--- config.mk ---
export PLATFORM = sky130hd
export DESIGN_NAME = audio_sample_format_converter
export DESIGN_NICKNAME = d
export VERILOG_FILES = /design/src/rtl/afc_pkg.sv /design/src/rtl/afc_i2f.sv /design/src/rtl/afc_f2i.sv /design/src/rtl/audio_sample_format_converter.sv
export SDC_FILE = /design/constraint.sdc
export NUM_CORES = 2
export LEC_CHECK = 0
export ABC_AREA = 1
export BUFFER_PORTS_ARGS = -buffer_cell sky130_fd_sc_hd__buf_4
export CORE_MARGIN = 2
export CORE_UTILIZATION = 52
export DETAILED_ROUTE_END_ITERATION = 6
export GPL_ROUTABILITY_DRIVEN = 0
export GPL_TIMING_DRIVEN = 0
export PLACE_DENSITY = 0.7
export SLEW_MARGIN = 10
export SYNTH_ARGS = -nofsm -noshare
export SYNTH_HDL_FRONTEND = slang
export SYNTH_SLANG_ARGS = --single-unit
export TNS_END_PERCENT = 30
--- constraint.sdc ---
create_clock -name clk -period 15.2 [get_ports clk]
set_input_delay 3.04 -clock clk [delete_from_list [all_inputs] [get_ports clk]]
set_output_delay 3.04 -clock clk [all_outputs]
set_load 0.03 [all_outputs]
--- src/rtl/afc_pkg.sv ---
package afc_pkg;

  // Sample format codes; code three behaves as float
  localparam logic [1:0] FMT_INT16 = 2'd0;
  localparam logic [1:0] FMT_INT24 = 2'd1;
  localparam logic [1:0] FMT_FLT32 = 2'd2;
  localparam logic [1:0] FMT_ALT32 = 2'd3;

  // Result source selected at the output
  localparam logic [1:0] SEL_DIRECT = 2'd0;
  localparam logic [1:0] SEL_I2F    = 2'd1;
  localparam logic [1:0] SEL_F2I    = 2'd2;

  // Scale significands: 32767.5 = 0xFFFF00 * 2^-9, 8388607.5 = 0xFFFFFF * 2^-1
  localparam logic [23:0] SCALE16_SIG = 24'hFFFF00;
  localparam logic [23:0] SCALE24_SIG = 24'hFFFFFF;

  localparam logic [31:0] MAX16 = 32'h0000_7FFF;
  localparam logic [31:0] MIN16 = 32'hFFFF_8000;
  localparam logic [31:0] MAX24 = 32'h007F_FFFF;
  localparam logic [31:0] MIN24 = 32'hFF80_0000;

  // Leading zero count of a nonzero 24-bit word
  function automatic logic [4:0] clz24(input logic [23:0] m);
    logic [4:0] n;
    n = 5'd0;
    for (int i = 0; i < 24; i++) begin
      if (m[i]) begin
        n = 5'(23 - i);
      end
    end
    return n;
  endfunction

endpackage

--- src/rtl/afc_i2f.sv ---
module afc_i2f (
  input  logic        clk,
  input  logic        en,
  input  logic [31:0] sample,
  input  logic        is24,
  output logic [31:0] result
);

  // Stage 1: odd numerator n = 2v+1, keep sign and magnitude
  logic signed [24:0] val;
  logic signed [25:0] num;
  logic [25:0]        num_mag;
  logic [23:0]        mag1;
  logic               neg1;
  logic               wide1;

  always_comb begin
    val = is24 ? 25'($signed(sample[23:0])) : 25'($signed(sample[15:0]));
    num = 26'(val) * 26'sd2 + 26'sd1;
    num_mag = num[25] ? 26'(-num) : 26'(num);
  end

  always_ff @(posedge clk) begin
    if (en) begin
      mag1  <= num_mag[23:0];
      neg1  <= num[25];
      wide1 <= is24;
    end
  end

  // Stage 2: n/(2^k-1) repeats n every k bits; normalise the repeated stream
  logic [71:0] stream;
  logic [4:0]  lz;
  logic [71:0] shifted;
  logic [24:0] win2;
  logic [7:0]  exp2;
  logic        neg2;

  always_comb begin
    if (wide1) begin
      stream = {mag1, mag1, mag1};
      lz     = afc_pkg::clz24(mag1);
    end else begin
      stream = {mag1[15:0], mag1[15:0], mag1[15:0], 24'd0};
      lz     = afc_pkg::clz24({mag1[15:0], 8'hFF});
    end
    shifted = stream << lz;
  end

  always_ff @(posedge clk) begin
    if (en) begin
      win2 <= shifted[71:47];
      exp2 <= 8'd126 - {3'd0, lz};
      neg2 <= neg1;
    end
  end

  // Stage 3: round on the guard bit; the stream never ends so no tie arises
  logic [24:0] rnd;

  always_comb begin
    rnd = {1'b0, win2[24:1]} + {24'd0, win2[0]};
  end

  always_ff @(posedge clk) begin
    if (en) begin
      if (rnd[24]) begin
        result <= {neg2, exp2 + 8'd1, 23'd0};
      end else begin
        result <= {neg2, exp2, rnd[22:0]};
      end
    end
  end

endmodule

--- src/rtl/afc_f2i.sv ---
module afc_f2i (
  input  logic        clk,
  input  logic        en,
  input  logic [31:0] sample,
  input  logic        is24,
  output logic [31:0] result,
  output logic        clip
);

  // Stage 1: unpack and multiply significand by the scale
  logic [47:0] prod1;
  logic        sgn1;
  logic [7:0]  ex1;
  logic        nan1;
  logic        inf1;
  logic        den1;
  logic        wide1;

  always_ff @(posedge clk) begin
    if (en) begin
      prod1 <= {24'd0, 1'b1, sample[22:0]} *
               {24'd0, (is24 ? afc_pkg::SCALE24_SIG : afc_pkg::SCALE16_SIG)};
      sgn1  <= sample[31];
      ex1   <= sample[30:23];
      nan1  <= (sample[30:23] == 8'hFF) && (sample[22:0] != 23'd0);
      inf1  <= (sample[30:23] == 8'hFF) && (sample[22:0] == 23'd0);
      den1  <= sample[22:0] != 23'd0;
      wide1 <= is24;
    end
  end

  // Stage 2: take 24 significant bits and round to nearest even
  logic [23:0]       sig;
  logic              grd;
  logic              stk;
  logic signed [9:0] ebase;
  logic signed [9:0] e2n;
  logic [24:0]       s25;
  logic [23:0]       sig2;
  logic signed [9:0] e2;
  logic              sgn2;
  logic [7:0]        ex2;
  logic              nan2;
  logic              inf2;
  logic              den2;
  logic              wide2;

  always_comb begin
    ebase = $signed({2'b00, ex1}) - (wide1 ? 10'sd127 : 10'sd135);
    if (prod1[47]) begin
      sig = prod1[47:24];
      grd = prod1[23];
      stk = |prod1[22:0];
      e2n = ebase;
    end else begin
      sig = prod1[46:23];
      grd = prod1[22];
      stk = |prod1[21:0];
      e2n = ebase - 10'sd1;
    end
    s25 = {1'b0, sig} + {24'd0, grd & (stk | sig[0])};
  end

  always_ff @(posedge clk) begin
    if (en) begin
      sig2  <= s25[24] ? 24'h800000 : s25[23:0];
      e2    <= s25[24] ? e2n + 10'sd1 : e2n;
      sgn2  <= sgn1;
      ex2   <= ex1;
      nan2  <= nan1;
      inf2  <= inf1;
      den2  <= den1;
      wide2 <= wide1;
    end
  end

  // Stage 3: floor, saturate and sign
  logic signed [9:0] top;
  logic signed [9:0] lbit;
  logic [9:0]        sh;
  logic [23:0]       ipart;
  logic              frac;
  logic [31:0]       mag;
  logic [31:0]       vmax;
  logic [31:0]       vmin;
  logic [31:0]       res_n;
  logic              clip_n;

  always_comb begin
    top   = e2 + 10'sd23;
    lbit  = wide2 ? 10'sd23 : 10'sd15;
    vmax  = wide2 ? afc_pkg::MAX24 : afc_pkg::MAX16;
    vmin  = wide2 ? afc_pkg::MIN24 : afc_pkg::MIN16;
    sh    = 10'(-e2);
    ipart = 24'd0;
    frac  = 1'b1;
    if (sh < 10'd24) begin
      ipart = sig2 >> sh[4:0];
      frac  = |(sig2 & ~(24'hFFFFFF << sh[4:0]));
    end
    mag    = {8'd0, ipart} + {31'd0, sgn2 & frac};
    res_n  = sgn2 ? 32'(-mag) : mag;
    clip_n = 1'b0;
    if (nan2) begin
      res_n  = 32'd0;
      clip_n = 1'b1;
    end else if (inf2) begin
      res_n  = sgn2 ? vmin : vmax;
      clip_n = 1'b1;
    end else if (ex2 == 8'd0) begin
      res_n = (sgn2 && den2) ? 32'hFFFF_FFFF : 32'd0;
    end else if (!sgn2 && (top >= lbit)) begin
      res_n  = vmax;
      clip_n = 1'b1;
    end else if (sgn2 && (top > lbit)) begin
      res_n  = vmin;
      clip_n = 1'b1;
    end else if (sgn2 && (top == lbit)) begin
      res_n  = vmin;
      clip_n = sig2 != 24'h800000;
    end
  end

  always_ff @(posedge clk) begin
    if (en) begin
      result <= res_n;
      clip   <= clip_n;
    end
  end

endmodule

--- src/rtl/audio_sample_format_converter.sv ---
// Throughput: one sample per cycle; the three stages advance together and
// hold while a finished result is stalled at the output.
// Reset: synchronous, active high; clears the stage valid bits and sets the
// formats to int16 in, float32 out.
module audio_sample_format_converter (
  input  logic        clk,
  input  logic        rst,
  input  logic        cfg_write,
  input  logic        cfg_index,
  input  logic [1:0]  cfg_data,
  input  logic        sample_valid,
  output logic        sample_stall,
  input  logic [31:0] sample_word,
  input  logic        last_in,
  output logic        result_valid,
  input  logic        result_stall,
  output logic [31:0] result_word,
  output logic        clipped,
  output logic        last_out
);

  // Configuration registers
  logic [1:0] source_format;
  logic [1:0] dest_format;

  always_ff @(posedge clk) begin
    if (rst) begin
      source_format <= afc_pkg::FMT_INT16;
      dest_format   <= afc_pkg::FMT_FLT32;
    end else if (cfg_write) begin
      if (cfg_index) begin
        dest_format <= cfg_data;
      end else begin
        source_format <= cfg_data;
      end
    end
  end

  // Pipeline control: hold every stage while the output beat is stalled
  logic en;
  logic v1, v2, v3;

  assign en           = !(v3 && result_stall);
  assign sample_stall = v3 && result_stall;
  assign result_valid = v3;

  always_ff @(posedge clk) begin
    if (rst) begin
      v1 <= 1'b0;
      v2 <= 1'b0;
      v3 <= 1'b0;
    end else if (en) begin
      v1 <= sample_valid;
      v2 <= v1;
      v3 <= v2;
    end
  end

  // Decode the conversion and form the direct results
  logic [1:0]  src;
  logic [1:0]  dst;
  logic [1:0]  sel0;
  logic [31:0] direct0;
  logic        is24;

  always_comb begin
    src = (source_format == afc_pkg::FMT_ALT32) ? afc_pkg::FMT_FLT32 : source_format;
    dst = (dest_format == afc_pkg::FMT_ALT32) ? afc_pkg::FMT_FLT32 : dest_format;
    sel0    = afc_pkg::SEL_DIRECT;
    direct0 = sample_word;
    is24    = 1'b0;
    case (src)
      afc_pkg::FMT_INT16: begin
        case (dst)
          afc_pkg::FMT_INT16: direct0 = 32'($signed(sample_word[15:0]));
          afc_pkg::FMT_INT24: direct0 = {{8{sample_word[15]}}, sample_word[15:0], 8'd0};
          default:            sel0    = afc_pkg::SEL_I2F;
        endcase
      end
      afc_pkg::FMT_INT24: begin
        is24 = 1'b1;
        case (dst)
          afc_pkg::FMT_INT16: direct0 = 32'($signed(sample_word[23:8]));
          afc_pkg::FMT_INT24: direct0 = 32'($signed(sample_word[23:0]));
          default:            sel0    = afc_pkg::SEL_I2F;
        endcase
      end
      default: begin
        case (dst)
          afc_pkg::FMT_INT16: sel0 = afc_pkg::SEL_F2I;
          afc_pkg::FMT_INT24: begin
            sel0 = afc_pkg::SEL_F2I;
            is24 = 1'b1;
          end
          default: direct0 = sample_word;
        endcase
      end
    endcase
  end

  // Carry selection, direct value and end marker alongside the datapath
  logic [1:0]  sel1, sel2, sel3;
  logic [31:0] dir1, dir2, dir3;
  logic        last1, last2, last3;

  always_ff @(posedge clk) begin
    if (en) begin
      sel1  <= sel0;
      sel2  <= sel1;
      sel3  <= sel2;
      dir1  <= direct0;
      dir2  <= dir1;
      dir3  <= dir2;
      last1 <= last_in;
      last2 <= last1;
      last3 <= last2;
    end
  end

  logic [31:0] i2f_res;
  logic [31:0] f2i_res;
  logic        f2i_clip;

  afc_i2f u_i2f (
    .clk    (clk),
    .en     (en),
    .sample (sample_word),
    .is24   (is24),
    .result (i2f_res)
  );

  afc_f2i u_f2i (
    .clk    (clk),
    .en     (en),
    .sample (sample_word),
    .is24   (is24),
    .result (f2i_res),
    .clip   (f2i_clip)
  );

  // Select the result beat
  always_comb begin
    case (sel3)
      afc_pkg::SEL_I2F: begin
        result_word = i2f_res;
        clipped     = 1'b0;
      end
      afc_pkg::SEL_F2I: begin
        result_word = f2i_res;
        clipped     = f2i_clip;
      end
      default: begin
        result_word = dir3;
        clipped     = 1'b0;
      end
    endcase
  end

  assign last_out = last3;

  a_clip_f2i: assert property (@(posedge clk) disable iff (rst)
    (result_valid && clipped) |-> (sel3 == afc_pkg::SEL_F2I))
    else $error("clip flag on a path that cannot saturate");

  a_i2f_normal: assert property (@(posedge clk) disable iff (rst)
    (result_valid && sel3 == afc_pkg::SEL_I2F) |-> (result_word[30:23] != 8'd0))
    else $error("integer to float result not normal");

  a_hold: assert property (@(posedge clk) disable iff (rst)
    (result_valid && result_stall) |=> (result_valid && $stable(last_out)))
    else $error("stalled stage lost its beat");

endmodule
== After elaboration in Yosys (flattened, before gate mapping) ==
Index checks and enable logic that the tools add are counted.

* Register bits after elaboration: 344
* Bits of input ports: 41
* Logic and storage cells: 175

* Add/subtract/negate cells: 13
* Multiply operators: 1
* Order comparisons: 3
* Equality and inequality tests: 9
* Shifts and indexed selects: 3
* Muxes and demuxes: 81
* Bitwise gates (word level): 6
* Reductions and logical operators: 21

{| class="wikitable"
|+ Operator list
! operator !! number
|-
| 2-to-1 mux 32 bit || 8
|-
| case mux 32 bit (2 select lines) || 4
|-
| 2-to-1 mux 5 bit || 42
|-
| adder 24 x 1 -> 25 bit || 3
|-
| 2-to-1 mux 24 bit || 3
|-
| 2-to-1 mux 72 bit || 1
|-
| left shift 72 x 5 -> 72 bit || 1
|-
| multiplier 24 x 24 -> 48 bit || 1
|-
| 2-to-1 mux 23 bit || 2
|-
| negator 32 bit || 1
|-
| 2-to-1 mux 31 bit || 1
|-
| adder 26 x 2 -> 26 bit, second input constant || 1
|-
| 2-to-1 mux 25 bit || 1
|-
| bitwise AND 24 bit || 1
|-
| != test 24 bit, second input constant || 1
|-
| negator 24 bit || 1
|-
| inverter 24 bit || 1
|-
| OR reduction 24 bit || 1
|-
| left shift 24 x 5 -> 24 bit, first input constant || 1
|-
| right shift 24 x 5 -> 24 bit || 1
|-
| logical NOT 23 bit || 1
|-
| nonzero test 23 bit || 1
|-
| OR reduction 23 bit || 1
|-
| OR reduction 22 bit || 1
|-
| other kinds (28) || 57
|}

== Depth between registers and ports, before layout ==
* Depth in word-level cells: 26
* Depth in mapped cells: 39
* Mapped depth without buffers: 38

== Modules after synthesis ==
From an unflattened synthesis, not the netlist that was laid out.

* Cell total of the unflattened synthesis: 3987
* Area, all modules: 34171.5 um^2

{| class="wikitable"
|+ By module, submodules not included
! module !! instances !! cells an instance !! area each (um^2) !! seq. area each (um^2)
|-
| afc_f2i || 1 || 2713 || 23077.1 || 4234.1
|-
| afc_i2f || 1 || 785 || 6034.5 || 2672.6
|-
| audio_sample_format_converter || 1 || 489 || 5059.9 || 3293.2
|}

== Least setup slack after synthesis ==
No wires, ideal clock.

* Kind: input-to-output
* Start point: in result_stall
* End point: out sample_stall
* Arrival: 12.061 ns
* Required time: 12.160 ns
* Setup slack: 0.099 ns
* Cell stages on the path: 2
* Path buffers: 0
* Path through: nand2_1 -> inv_1

* Longest elaborated chain between the ends: 1

{| class="wikitable"
|+ Ends and longest elaborated chain
! what !! RTL line !! RTL
|-
| start, declared || audio_sample_format_converter.sv:16 || <nowiki>input logic result_stall,</nowiki>
|-
| logical AND 1 bit || audio_sample_format_converter.sv:44 || <nowiki>assign sample_stall = v3 && result_stall;</nowiki>
|-
| end, declared || audio_sample_format_converter.sv:12 || <nowiki>output logic sample_stall,</nowiki>
|}

Every way passes these cells.

== Worst setup path in the final report ==
* Start point: in sample_word[14]
* End point: reg u_f2i.prod1[44], data pin

* Longest elaborated chain between the ends: 1

{| class="wikitable"
|+ Ends and longest elaborated chain
! what !! RTL line !! RTL
|-
| start, declared || audio_sample_format_converter.sv:13 || <nowiki>input logic [31:0] sample_word,</nowiki>
|-
| multiplier 24 x 24 -> 48 bit || afc_f2i.sv:21 || <nowiki>prod1 <= {24'd0, 1'b1, sample[22:0]} *</nowiki>
|-
| end signal, assigned || afc_f2i.sv:21 ||
|-
| end, declared || afc_f2i.sv:11 || <nowiki>logic [47:0] prod1;</nowiki>
|}

Every way passes these cells.
A chain may end at the register's enable or synchronous reset.

==> impl_metrics.ini <==
[worst_setup_path]
ff2ff_setup_slack_ns = 4.87
cp-end-kind = register
path_delay_family = adder cells
cp-startpoint = sample_word[14]
crit_top_cell = inv_1
crit_arrival_ns = 10.75
r2r_end = u_f2i.prod1[44]$_DFFE_PN_
cp_max_fo = 9
cp_data_required_time_ns = 15.47
crit_slowest_cell = fa_1
cp_num_cells = 33
crit_buf_inv = 9
slowest_delay_ns = 0.60
start_kind = primary input
r2r-start = source_format[1]$_SDFFE_PP0P_
crit_end = u_f2i.prod1[44]$_DFFE_PN_
worst-r2r-cell-count = 36
crit_type = in2reg

[yosys]
synth_edf_count = 334
synth-seq-cells = 341
synthMuxAreaShare_pct = 0.2667
synth-compound-area-share_pct = 8.878
yosys-top-cells-count = 804 x inv_1, 672 x nand2_1, 334 x edfxtp_1
yosysTopAreaCell = edfxtp_1
synthXorXnorAreaFrac_pct = 3.311
synth_top_family_by_area = adder cells
seq_area_frac_synth_pct = 30.10
synth_top_area_share_pct = 29.69
yosysMostFrequentCell = inv_1
ys_warn_count = 0
syn_inst = 3999
synth-simple-area-share_pct = 20.19
ys_top_cells_by_area = edfxtp_1 30%, fa_1 18%, inv_1 8.9%, ha_1 8.7%, nand2_1 7.5%
synth_flop_cell = edfxtp_1
netlist_area_sq_mm = 0.03378
async_reset_ff_share_pct = 0
synth_area_per_cell_sq_um = 8.448
synth_fa_ha_area_share_pct = 26.68
netlist-cell-type-count = 66

[clocking]
path_clk_slew_ns = 0.06
ctsResizeCount = 0
postCtsHoldBufs = 0
cts_max_path_buffers = 3
h-tree-depth = 2
cts.sinks = 341
cts_root_buffer = clkbuf_16
numCtsBuffers = 37
cts_setup_buffers = 0
cts_tree = built
insertion_delay_ns = 0.56

[die]
rows = 93
ioPinCount = 77
initial_core_util_pct = 52.50
die_y_um = 258.9
fp.dieArea_sq_mm = 0.06702
die_x_um = 258.9
coreArea_sq_mm = 0.06435

[timing]
hold_viol = 0
period_share_pct = 68.96
final.min_clock_period_ns = 10.48
maxClockFrequency_ghz = 0.09541
fin_ws_ns = 4.719
worst_pin_slew_ns = 1.221
maxSlewHeadroom_pct = 18.57
setup_viol = 0
finalSetupTns_ns = 0
finClkSkew_ns = 0.03978
rsz0062_at_grt = no
drv_slew = 0

[grt]
grt_pass1_vias = 26840
grt_use_total_pct = 27.54
grt_pass1_wl_um = 144400
overflow = 0
grt_max_degree = 71
antenna_found_initial = 1

[place]
hpwl_um = 75520
portBuffers = 76
dp_cells = 4936
dpl_worst_slack_ns = 4.255

[run]
cap_violations = 0

[hold_path]
hp-class = reg2reg

[route]
viasPerCell = 5.536
drt-total-wl_um = 91080
num_vias = 27692
dr.pass1.iters = 7
drtIter0Drc = 2877
wl_per_cell_um = 18.21
ant_nets = 0
drc_errors = 23

[status]
violations = DRC
run_status = finished, violations left

[cells_and_area]
drive_gt1_share_pct = 6.752
nNetsFinal = 4699
final_cells = 5002
area_growth_pct = 9.044
diodes = 0
-- layer usage --
metal  wire, um  up-vias  GRT usage (%)
li1           -    13183              -
met1      36940    13013          36.51
met2      42430     1237          44.82
met3       7730      257          4.851
met4       3956        2          11.29
met5         19        -              0
-- sequential cells by signal (all words and copies together) (netlist names), 6 cells and up --
name,flops
u_i2f.exp2,6
u_i2f.result,32
u_i2f.mag1,23
u_f2i.ex1,8
dir1,32
dir3,32
u_i2f.win2,25
u_f2i.e2,10
u_f2i.ex2,8
u_f2i.result,32
u_f2i.sig2,24
u_f2i.prod1,48
dir2,32
-- worst register-to-register path: cells and delay by family, from the launching register on --
| kind | cells | cell delay [ns] |
|---|---|---|
| AOI/OAI and AO/OA | 9 | 1.70 |
| xor gates and xnor gates | 1 | 0.19 |
| adders and majority gates | 8 | 3.74 |
| buffers and inverters | 12 | 3.04 |
| DFF | 1 | 0.32 |
| and+or+nand+nor | 6 | 1.07 |
-- stage by stage --
stage	util, %	hold WS (ns)	cell area, sq um
6_report	57.25	0.3860	36840
5_1_grt	57.25	0.3889	36840
3_3_place_gp	55.05	0.4008	35430
4_1_cts	57.25	0.3891	36840
2_1_floorplan	-	0.4003	33790
3_5_place_dp	55.28	0.4045	35570
-- layout make-up --
| class | instances | area [sq um] |
|---|---|---|
| Sequential cell | 341 | 10170 |
| Clock inverter | 24 | 321.6 |
| Timing Repair Buffer | 81 | 708.2 |
| Buffer | 100 | 430.4 |
| Tap cell | 855 | 1070 |
| Inverter | 833 | 3137 |
| Multi-Input combinational cell | 2726 | 20060 |
| Clock buffer | 42 | 944.7 |
| Fill cell | 5832 | 27510 |
-- placed cells by master, fill, tap and decap left out, types with 9 or more instances in the layout --
cell type	netlist	routed
xnor2_1	37	37
o21bai_1	9	9
or2_2	35	35
fa_1	304	304
clkinv_1	8	11
o21ai_0	119	119
nand2_2	17	17
nor2_1	310	310
a22oi_1	12	12
nor3_1	42	42
inv_2	18	18
o21ai_1	29	29
clkbuf_1	73	78
xor2_1	87	87
nand3_1	322	322
a21oi_1	228	228
nor2_2	16	16
nand3b_1	12	12
nor4_1	17	17
buf_1	10	10
o21a_1	9	9
ha_1	234	234
nand4_1	41	41
nand2_1	672	671
buf_4	1	77
mux2i_1	9	9
clkbuf_16	0	37
a31oi_1	18	18
inv_1	804	804
nor2_4	14	14
o22ai_1	17	17
edfxtp_1	334	334
buf_2	11	11
o211ai_1	36	36
-- worst min-delay path by stage --
stage                             startpoint            endpoint  slack, ns  cells after the start
after floorplan            dir1[0]$_DFFE_PN_   dir2[0]$_DFFE_PN_       0.40                      0
after global placement    dir2[21]$_DFFE_PN_  dir3[21]$_DFFE_PN_       0.40                      0
after detailed placement  dir1[24]$_DFFE_PN_  dir2[24]$_DFFE_PN_       0.40                      0
after CTS                 dir2[22]$_DFFE_PN_  dir3[22]$_DFFE_PN_       0.39                      0
after global routing      dir2[15]$_DFFE_PN_  dir3[15]$_DFFE_PN_       0.39                      0
final                     dir2[22]$_DFFE_PN_  dir3[22]$_DFFE_PN_       0.39                      0
-- cells by family (layout without fill, tap and decap cells) --
group	after synthesis	after routing
DFF	341	341
adders and majority gates	538	538
AOI/OAI and AO/OA	524	524
and+or+nand+nor	1527	1527
buffers and inverters	933	1080
other	1	2
muxes	9	9
xor gates and xnor gates	126	126
Power is not shown: default switching activity piles up to over one toggle a cycle in this logic, so the estimate is an artifact.
